$ cat src/sv/sts_pkg.sv
// Shared types, constants and sizing functions for the smoothed track speed block.
`default_nettype none
package sts_pkg;

    localparam int POS_SMOOTH_HALF_DEF   = 2;
    localparam int SPEED_SMOOTH_HALF_DEF = 1;

    localparam int TIME_W  = 40;
    localparam int POS_W   = 24;
    localparam int GAIN_W  = 32;
    localparam int SPEED_W = 16;

    localparam logic [GAIN_W-1:0] GAIN_RESET = 32'd162888732;

    // quotient bits produced by the shared divider
    localparam int DIV_STEPS = 16;

    // small signed index/age values and step counter, sized for the full parameter range
    localparam int AGE_W = 6;
    localparam int CNT_W = 5;

    function automatic int seen_max(input int p, input int s);
        int a;
        int b;
        a = 2 * p + 3;
        b = p + s + 2;
        return (a > b) ? a : b;
    endfunction

    function automatic int ext_len(input int p, input int s);
        return 2 * s + 1 + p + 1;
    endfunction

    function automatic int root_w(input int p);
        return POS_W + $clog2(2 * p + 2) + 1;
    endfunction

    typedef enum logic [4:0] {
        OP_NONE,
        OP_LOAD,
        OP_TB,
        OP_TA,
        OP_DT,
        OP_SUM,
        OP_SQ,
        OP_ADDSQ,
        OP_SQRT,
        OP_MUL,
        OP_DIVSET,
        OP_DIV,
        OP_WB,
        OP_SACC,
        OP_SDIVSET,
        OP_EMIT,
        OP_CLEAR
    } op_t;

    typedef enum logic [4:0] {
        ST_IDLE,
        ST_NCHK,
        ST_TB,
        ST_TA,
        ST_DT,
        ST_SUM,
        ST_SQ,
        ST_ADDSQ,
        ST_SQRT,
        ST_MUL,
        ST_DIVSET,
        ST_DIV,
        ST_WB,
        ST_OCHK,
        ST_SACC,
        ST_SDIVSET,
        ST_EMIT,
        ST_FRCHK,
        ST_FOCHK
    } ctl_state_t;

    typedef enum logic [1:0] {
        PH_NORMAL,
        PH_FRAW,
        PH_FOUT
    } phase_t;

    typedef struct packed {
        op_t                     op;
        logic signed [AGE_W-1:0] age;
        logic [CNT_W-1:0]        cnt;
        logic                    append;
        logic                    last;
    } cmd_t;

    typedef struct packed {
        logic signed [AGE_W-1:0] top;
        logic                    dt_nonpos;
        logic                    out_free;
    } stat_t;

endpackage
`default_nettype wire

$ cat src/sv/sts_ctrl.sv
// Controller: sequences raw speed, smoothing and flush steps over the datapath.
`default_nettype none
module sts_ctrl #(
    parameter int POS_SMOOTH_HALF   = sts_pkg::POS_SMOOTH_HALF_DEF,
    parameter int SPEED_SMOOTH_HALF = sts_pkg::SPEED_SMOOTH_HALF_DEF
) (
    input  wire logic           clk,
    input  wire logic           rst_n,
    input  wire logic           in_valid,
    output logic                in_ready,
    input  wire logic           end_of_track,
    output sts_pkg::cmd_t       cmd,
    input  wire sts_pkg::stat_t stat
);
    import sts_pkg::*;

    localparam int POS_TAPS = 2 * POS_SMOOTH_HALF + 1;
    localparam int SPD_TAPS = 2 * SPEED_SMOOTH_HALF + 1;
    localparam int ROOT_W   = root_w(POS_SMOOTH_HALF);
    localparam int LAG      = POS_SMOOTH_HALF + SPEED_SMOOTH_HALF + 1;

    localparam logic signed [AGE_W-1:0] AGE_NRAW = AGE_W'(POS_SMOOTH_HALF + 1);
    localparam logic signed [AGE_W-1:0] AGE_LAG  = AGE_W'(LAG);
    localparam logic signed [AGE_W-1:0] AGE_LAG1 = AGE_W'(LAG - 1);
    localparam logic signed [AGE_W-1:0] AGE_P    = AGE_W'(POS_SMOOTH_HALF);
    localparam logic signed [AGE_W-1:0] AGE_S    = AGE_W'(SPEED_SMOOTH_HALF);
    localparam logic signed [AGE_W-1:0] ONE_S    = AGE_W'(1);

    localparam logic [CNT_W-1:0] SUM_LAST  = CNT_W'(2 * POS_TAPS - 1);
    localparam logic [CNT_W-1:0] SQRT_LAST = CNT_W'(ROOT_W - 1);
    localparam logic [CNT_W-1:0] DIV_LAST  = CNT_W'(DIV_STEPS - 1);
    localparam logic [CNT_W-1:0] SACC_LAST = CNT_W'(SPD_TAPS - 1);

    ctl_state_t              state_reg, state_next;
    phase_t                  phase_reg, phase_next;
    logic signed [AGE_W-1:0] age_reg, age_next;
    logic [CNT_W-1:0]        cnt_reg, cnt_next;
    logic                    smooth_reg, smooth_next;
    logic                    flush_reg, flush_next;

    always_ff @(posedge clk or negedge rst_n)
    begin
        if (!rst_n)
        begin
            state_reg  <= ST_IDLE;
            phase_reg  <= PH_NORMAL;
            age_reg    <= '0;
            cnt_reg    <= '0;
            smooth_reg <= 1'b0;
            flush_reg  <= 1'b0;
        end
        else
        begin
            state_reg  <= state_next;
            phase_reg  <= phase_next;
            age_reg    <= age_next;
            cnt_reg    <= cnt_next;
            smooth_reg <= smooth_next;
            flush_reg  <= flush_next;
        end
    end

    always_comb
    begin
        state_next  = state_reg;
        phase_next  = phase_reg;
        age_next    = age_reg;
        cnt_next    = cnt_reg;
        smooth_next = smooth_reg;
        flush_next  = flush_reg;
        in_ready    = 1'b0;
        cmd.op      = OP_NONE;
        cmd.age     = age_reg;
        cmd.cnt     = cnt_reg;
        cmd.append  = (phase_reg == PH_FRAW);
        cmd.last    = (phase_reg == PH_FOUT) && (age_reg == '0);

        case (state_reg)
            ST_IDLE:
            begin
                in_ready = 1'b1;
                if (in_valid)
                begin
                    cmd.op     = OP_LOAD;
                    flush_next = end_of_track;
                    phase_next = PH_NORMAL;
                    state_next = ST_NCHK;
                end
            end
            ST_NCHK:
            begin
                if (AGE_NRAW <= stat.top)
                begin
                    age_next   = AGE_NRAW;
                    state_next = ST_TB;
                end
                else
                begin
                    state_next = ST_OCHK;
                end
            end
            ST_TB:
            begin
                cmd.op     = OP_TB;
                state_next = ST_TA;
            end
            ST_TA:
            begin
                cmd.op     = OP_TA;
                state_next = ST_DT;
            end
            ST_DT:
            begin
                cmd.op   = OP_DT;
                cnt_next = '0;
                state_next = stat.dt_nonpos ? ST_WB : ST_SUM;
            end
            ST_SUM:
            begin
                cmd.op   = OP_SUM;
                cnt_next = cnt_reg + CNT_W'(1);
                if (cnt_reg == SUM_LAST) state_next = ST_SQ;
            end
            ST_SQ:
            begin
                cmd.op     = OP_SQ;
                state_next = ST_ADDSQ;
            end
            ST_ADDSQ:
            begin
                cmd.op     = OP_ADDSQ;
                cnt_next   = '0;
                state_next = ST_SQRT;
            end
            ST_SQRT:
            begin
                cmd.op   = OP_SQRT;
                cnt_next = cnt_reg + CNT_W'(1);
                if (cnt_reg == SQRT_LAST) state_next = ST_MUL;
            end
            ST_MUL:
            begin
                cmd.op     = OP_MUL;
                state_next = ST_DIVSET;
            end
            ST_DIVSET:
            begin
                cmd.op      = OP_DIVSET;
                cnt_next    = '0;
                smooth_next = 1'b0;
                state_next  = ST_DIV;
            end
            ST_DIV:
            begin
                cmd.op   = OP_DIV;
                cnt_next = cnt_reg + CNT_W'(1);
                if (cnt_reg == DIV_LAST) state_next = smooth_reg ? ST_EMIT : ST_WB;
            end
            ST_WB:
            begin
                cmd.op = OP_WB;
                if (phase_reg == PH_NORMAL)
                begin
                    state_next = ST_OCHK;
                end
                else
                begin
                    age_next   = age_reg - ONE_S;
                    state_next = ST_FRCHK;
                end
            end
            ST_OCHK:
            begin
                if (AGE_LAG <= stat.top)
                begin
                    age_next   = AGE_S;
                    cnt_next   = '0;
                    state_next = ST_SACC;
                end
                else if (flush_reg)
                begin
                    phase_next = PH_FRAW;
                    age_next   = AGE_P;
                    state_next = ST_FRCHK;
                end
                else
                begin
                    state_next = ST_IDLE;
                end
            end
            ST_SACC:
            begin
                cmd.op   = OP_SACC;
                cnt_next = cnt_reg + CNT_W'(1);
                if (cnt_reg == SACC_LAST) state_next = ST_SDIVSET;
            end
            ST_SDIVSET:
            begin
                cmd.op      = OP_SDIVSET;
                cnt_next    = '0;
                smooth_next = 1'b1;
                state_next  = ST_DIV;
            end
            ST_EMIT:
            begin
                if (stat.out_free)
                begin
                    cmd.op = OP_EMIT;
                    if (phase_reg == PH_NORMAL)
                    begin
                        if (flush_reg)
                        begin
                            phase_next = PH_FRAW;
                            age_next   = AGE_P;
                            state_next = ST_FRCHK;
                        end
                        else
                        begin
                            state_next = ST_IDLE;
                        end
                    end
                    else
                    begin
                        age_next   = age_reg - ONE_S;
                        state_next = ST_FOCHK;
                    end
                end
            end
            ST_FRCHK:
            begin
                if (age_reg[AGE_W-1])
                begin
                    phase_next = PH_FOUT;
                    age_next   = AGE_LAG1;
                    state_next = ST_FOCHK;
                end
                else if (age_reg <= stat.top)
                begin
                    state_next = ST_TB;
                end
                else
                begin
                    age_next = age_reg - ONE_S;
                end
            end
            ST_FOCHK:
            begin
                if (age_reg[AGE_W-1])
                begin
                    cmd.op     = OP_CLEAR;
                    state_next = ST_IDLE;
                end
                else if (age_reg <= stat.top)
                begin
                    cnt_next   = '0;
                    state_next = ST_SACC;
                end
                else
                begin
                    age_next = age_reg - ONE_S;
                end
            end
            default:
            begin
                state_next = ST_IDLE;
            end
        endcase
    end

endmodule
`default_nettype wire

$ cat config.mk
export PLATFORM = sky130hd
export DESIGN_NAME = sts_ctrl
export DESIGN_NICKNAME = d
export VERILOG_FILES = /design/src/sv/sts_pkg.sv /design/src/sv/sts_ctrl.sv
export SDC_FILE = /design/constraint.sdc
export NUM_CORES = 1
export LEC_CHECK = 0
export BUFFER_PORTS_ARGS = -buffer_cell sky130_fd_sc_hd__buf_2
export CAP_MARGIN = 20
export CELL_PAD_IN_SITES_DETAIL_PLACEMENT = 0
export CELL_PAD_IN_SITES_GLOBAL_PLACEMENT = 1
export CORE_MARGIN = 2
export CORE_UTILIZATION = 40
export DETAILED_ROUTE_END_ITERATION = 7
export PLACE_DENSITY_LB_ADDON = 0.1
export SETUP_SLACK_MARGIN = 0.05
export SYNTH_ARGS = -nofsm -noshare
export SYNTH_HDL_FRONTEND = slang
export SYNTH_SLANG_ARGS = --single-unit
$ cat constraint.sdc
create_clock -name clk -period 2.9 [get_ports clk]
set_clock_uncertainty 0.15 [all_clocks]
set_input_delay 0.87 -clock clk [delete_from_list [all_inputs] [get_ports clk]]
set_output_delay 0.87 -clock clk [all_outputs]
set_load 0.1 [all_outputs]
==> flow_summary.rst <==
.. list-table::
   :header-rows: 1

   * - Metric
     - Value
   * - Number of antenna violations at the first check in global routing
     - 0
   * - ANT nets after route
     - 0
   * - Inserted Clock Buffers
     - 3
   * - Post-detailed-routing wire length
     - 6.75 mm
   * - Post-synthesis sequential element count
     - 20
   * - Area used by multi-input combinational logic
     - 1590 µm²
   * - Tcrit/Tclk final
     - 1.01
   * - # DRC
     - 0
   * - Post-layout util
     - 0.515
   * - Synth area leader
     - sky130_fd_sc_hd__dfrtp_1
   * - Footprint of the flip-flops and latches
     - 509 µm²
   * - Predominant post-synthesis flop cell
     - sky130_fd_sc_hd__dfrtp_1
   * - Post-Syn Instances
     - 268
   * - Combined global-route utilization of all metal layers
     - 0.228
   * - Effective utilization at floorplan
     - 0.410
   * - Reg2Reg Depth
     - 8
   * - Total count of max-transition violations in the final report
     - 0
   * - Tightest Hold Check Type
     - in2async
   * - Min cycle time layout
     - roughly 2.9 ns
   * - Final HPWL DP
     - 5.23 mm
   * - Final Wtd Congestion
     - between 0.9 and 1
   * - Register-to-register setup slack
     - 0.50 ns
   * - Violations in the final reports
     - negative setup slack
   * - CTS clk-pin slew, worst paths
     - 0.08 ns
   * - Cells after DPL
     - 379
   * - Setup repair after global routing missed its margin
     - true
   * - Power Density
     - 1290 nW/µm²
   * - FFs w/ async S/R, synth
     - 1.00
   * - TritonCTS clock tree
     - built
   * - Die ar.
     - between 6000 and 7000 µm²
   * - Headroom to the max-slew limit
     - 0.695
   * - Post-route insts no fill
     - 383
   * - Critical path fanouts, max
     - 2
   * - Number of inserted filler cells in the final layout
     - roughly 560
   * - Routed via count
     - 2239
   * - Power Total
     - between 3 and 4 mW
   * - Top achievable clock speed
     - 0.341 GHz
   * - Worst Tran Pin Value
     - 0.446 ns
   * - Yosys warns
     - 0
   * - Area fraction of the dominant cell type after synthesis
     - 0.223
   * - Register area share after synthesis
     - 0.223
   * - Leading cell type by number of instances after synthesis
     - sky130_fd_sc_hd__nand2_1
   * - Routed len/inst
     - around 18 µm
   * - Post-DR vias/cell
     - between 5 and 6
   * - Mapped Area
     - around 2200 µm²
   * - Critical path capture point type
     - output port
   * - Standard-cell row count
     - 27
   * - Number of synthesized flops with an enable pin
     - 0
   * - Layout overhead on the synthesized area
     - 25.7%
   * - Total gr overflow
     - 0
   * - Leakage power total
     - 1.25 nW
   * - Final setup vio count
     - 1
   * - Diodes inserted
     - 0
   * - Boundary Pins
     - 31
   * - Fraction of layout cells with a size suffix above 1
     - 0.338
   * - Main area contributors after synthesis
     - sky130_fd_sc_hd__dfrtp_1 (22%), sky130_fd_sc_hd__ha_1 (6.1%), sky130_fd_sc_hd__nand2_1 (3.9%)
   * - Die width
     - between 70 and 80 µm
   * - CP startpoint kind
     - input pin
   * - Net count, final
     - ~340
   * - Reported max-cap violation count
     - 0
   * - Synthesized area per cell
     - between 8 and 9 µm²
   * - Synth cell count leaders
     - sky130_fd_sc_hd__nand2_1 (23), sky130_fd_sc_hd__nor2_1 (21), sky130_fd_sc_hd__dfrtp_1 (20), sky130_fd_sc_hd__inv_1 (19)
   * - Number of buffers inserted by port buffering
     - 30
   * - Instance area after placement
     - 2720 µm²
   * - Status
     - finished with violations
   * - Cell at the root of the clock tree
     - sky130_fd_sc_hd__clkbuf_8
   * - Clock insertion delay at the later pin of the skew report
     - 0.27 ns
   * - Number of buffers between clock root and the deepest sink
     - 2
   * - CTS H-tree depth
     - 1
   * - CP required
     - 1.88 ns
   * - Core Area
     - 5470 µm²
   * - Number of global-route vias before repair
     - between 2000 and 2500
   * - Clk sink count
     - 20
   * - IR drop worst, VDD
     - 0.00138 V
   * - Largest net degree at the start of global routing
     - 21
   * - Worst endpoint data arrival time
     - 1.91 ns
   * - CP Class
     - in2out
   * - Slack of the critical path
     - -0.0310 ns
   * - Final-layout worst hold slack
     - 0.397 ns
   * - Count of distinct cell types in the synthesized netlist
     - 72
   * - Height of the chip
     - 78.9 µm
   * - Final hold vios
     - 0
   * - Wire length of the first global-routing pass
     - about 11 mm
   * - Post-Layout Inst Area
     - 2820 µm²
   * - Number of flip-flops under the largest register name
     - 6
   * - First-iteration detailed-routing DRC count
     - 322
   * - Net Count, Synth
     - between 200 and 300
   * - First drt pass iteration count
     - 4
## cell families after synthesis
group	synth area share
mux	0.0352
fa+ha+maj	0.0658
compound gates	0.318
buf+inv	0.0882
simple gates	0.243
flops	0.223
xor+xnor	0.0273
## metrics by stage
stage	setup TNS [ns]	worst slack [ns]
floorplan	-2.54	-0.940
global placement	-0.190	-0.187
detailed placement	-0.190	-0.190
CTS	-0.0660	-0.0660
global route	-0.161	-0.161
finish	-0.0310	-0.0310
## layer usage
metal | GRT usage | vias to the layer above | part of all wire
li1 | - | 1085 | -
met1 | 0.329 | 1078 | 0.47
met2 | 0.374 | 72 | 0.46
met3 | 0.0307 | 4 | 0.062
met4 | 0.0310 | 0 | 0.0084
met5 | 0 | - | 0
## final timing paths
kind	startpoint	end
max in group asynchronous	rst_n	state_reg[1]
min	rst_n	age_reg[2]
min in group clk	cnt_reg[4]	cnt_reg[4]
min reg2reg	cnt_reg[4]	cnt_reg[4]
max reg2reg	state_reg[0]	age_reg[5]
max	in_valid	cmd[13]
## critical path, stage by stage
cell and delay, ns:
sky130_fd_sc_hd__buf_8 0.09, sky130_fd_sc_hd__inv_8 0.03, sky130_fd_sc_hd__nor3_2 0.09, sky130_fd_sc_hd__a21oi_1 0.06, sky130_fd_sc_hd__o32ai_1 0.22, sky130_fd_sc_hd__a21oi_1 0.07, sky130_fd_sc_hd__o211ai_1 0.27, sky130_fd_sc_hd__buf_12 0.22
## layout by cell type (no fill, tap or decap), drive strengths merged, types with 5 or more instances in the layout
cell / synthesis / routed
o32ai: 5 / 5
a21o: 5 / 5
inv: 20 / 20
o21ai: 22 / 22
nor2: 22 / 22
buf: 12 / 57
a21oi: 15 / 15
dfrtp: 20 / 20
nand3: 11 / 11
ha: 11 / 11
a22o: 5 / 5
nor3: 10 / 10
nand2: 25 / 25
a31oi: 5 / 5
## layout make-up
type / instances / share of cell area
inverter: 21 / 0.0306
clock buffer: 3 / 0.0147
clock inverter: 1 / 0.0107
tap: 72 / 0.0320
sequential: 20 / 0.181
timing repair buffer: 57 / 0.167
multi-input combinational: 209 / 0.564
## power by group
group	switching (mW)	internal [mW]	total, mW
combinational	1.79	0.979	2.76
sequential	0.198	0.375	0.573
clock	0.108	0.185	0.293
## repair_timing
action | 4_1_cts | 5_1_grt
hold buffers | 0 | 0
endpoints found under the hold margin | 0 | 0
resized for setup | 3 | 7
setup buffers | 0 | 0
pin swaps | 2 | 0
endpoints found under the setup margin | 3 | 5
Note: power is estimated with default switching activity, not from simulation.
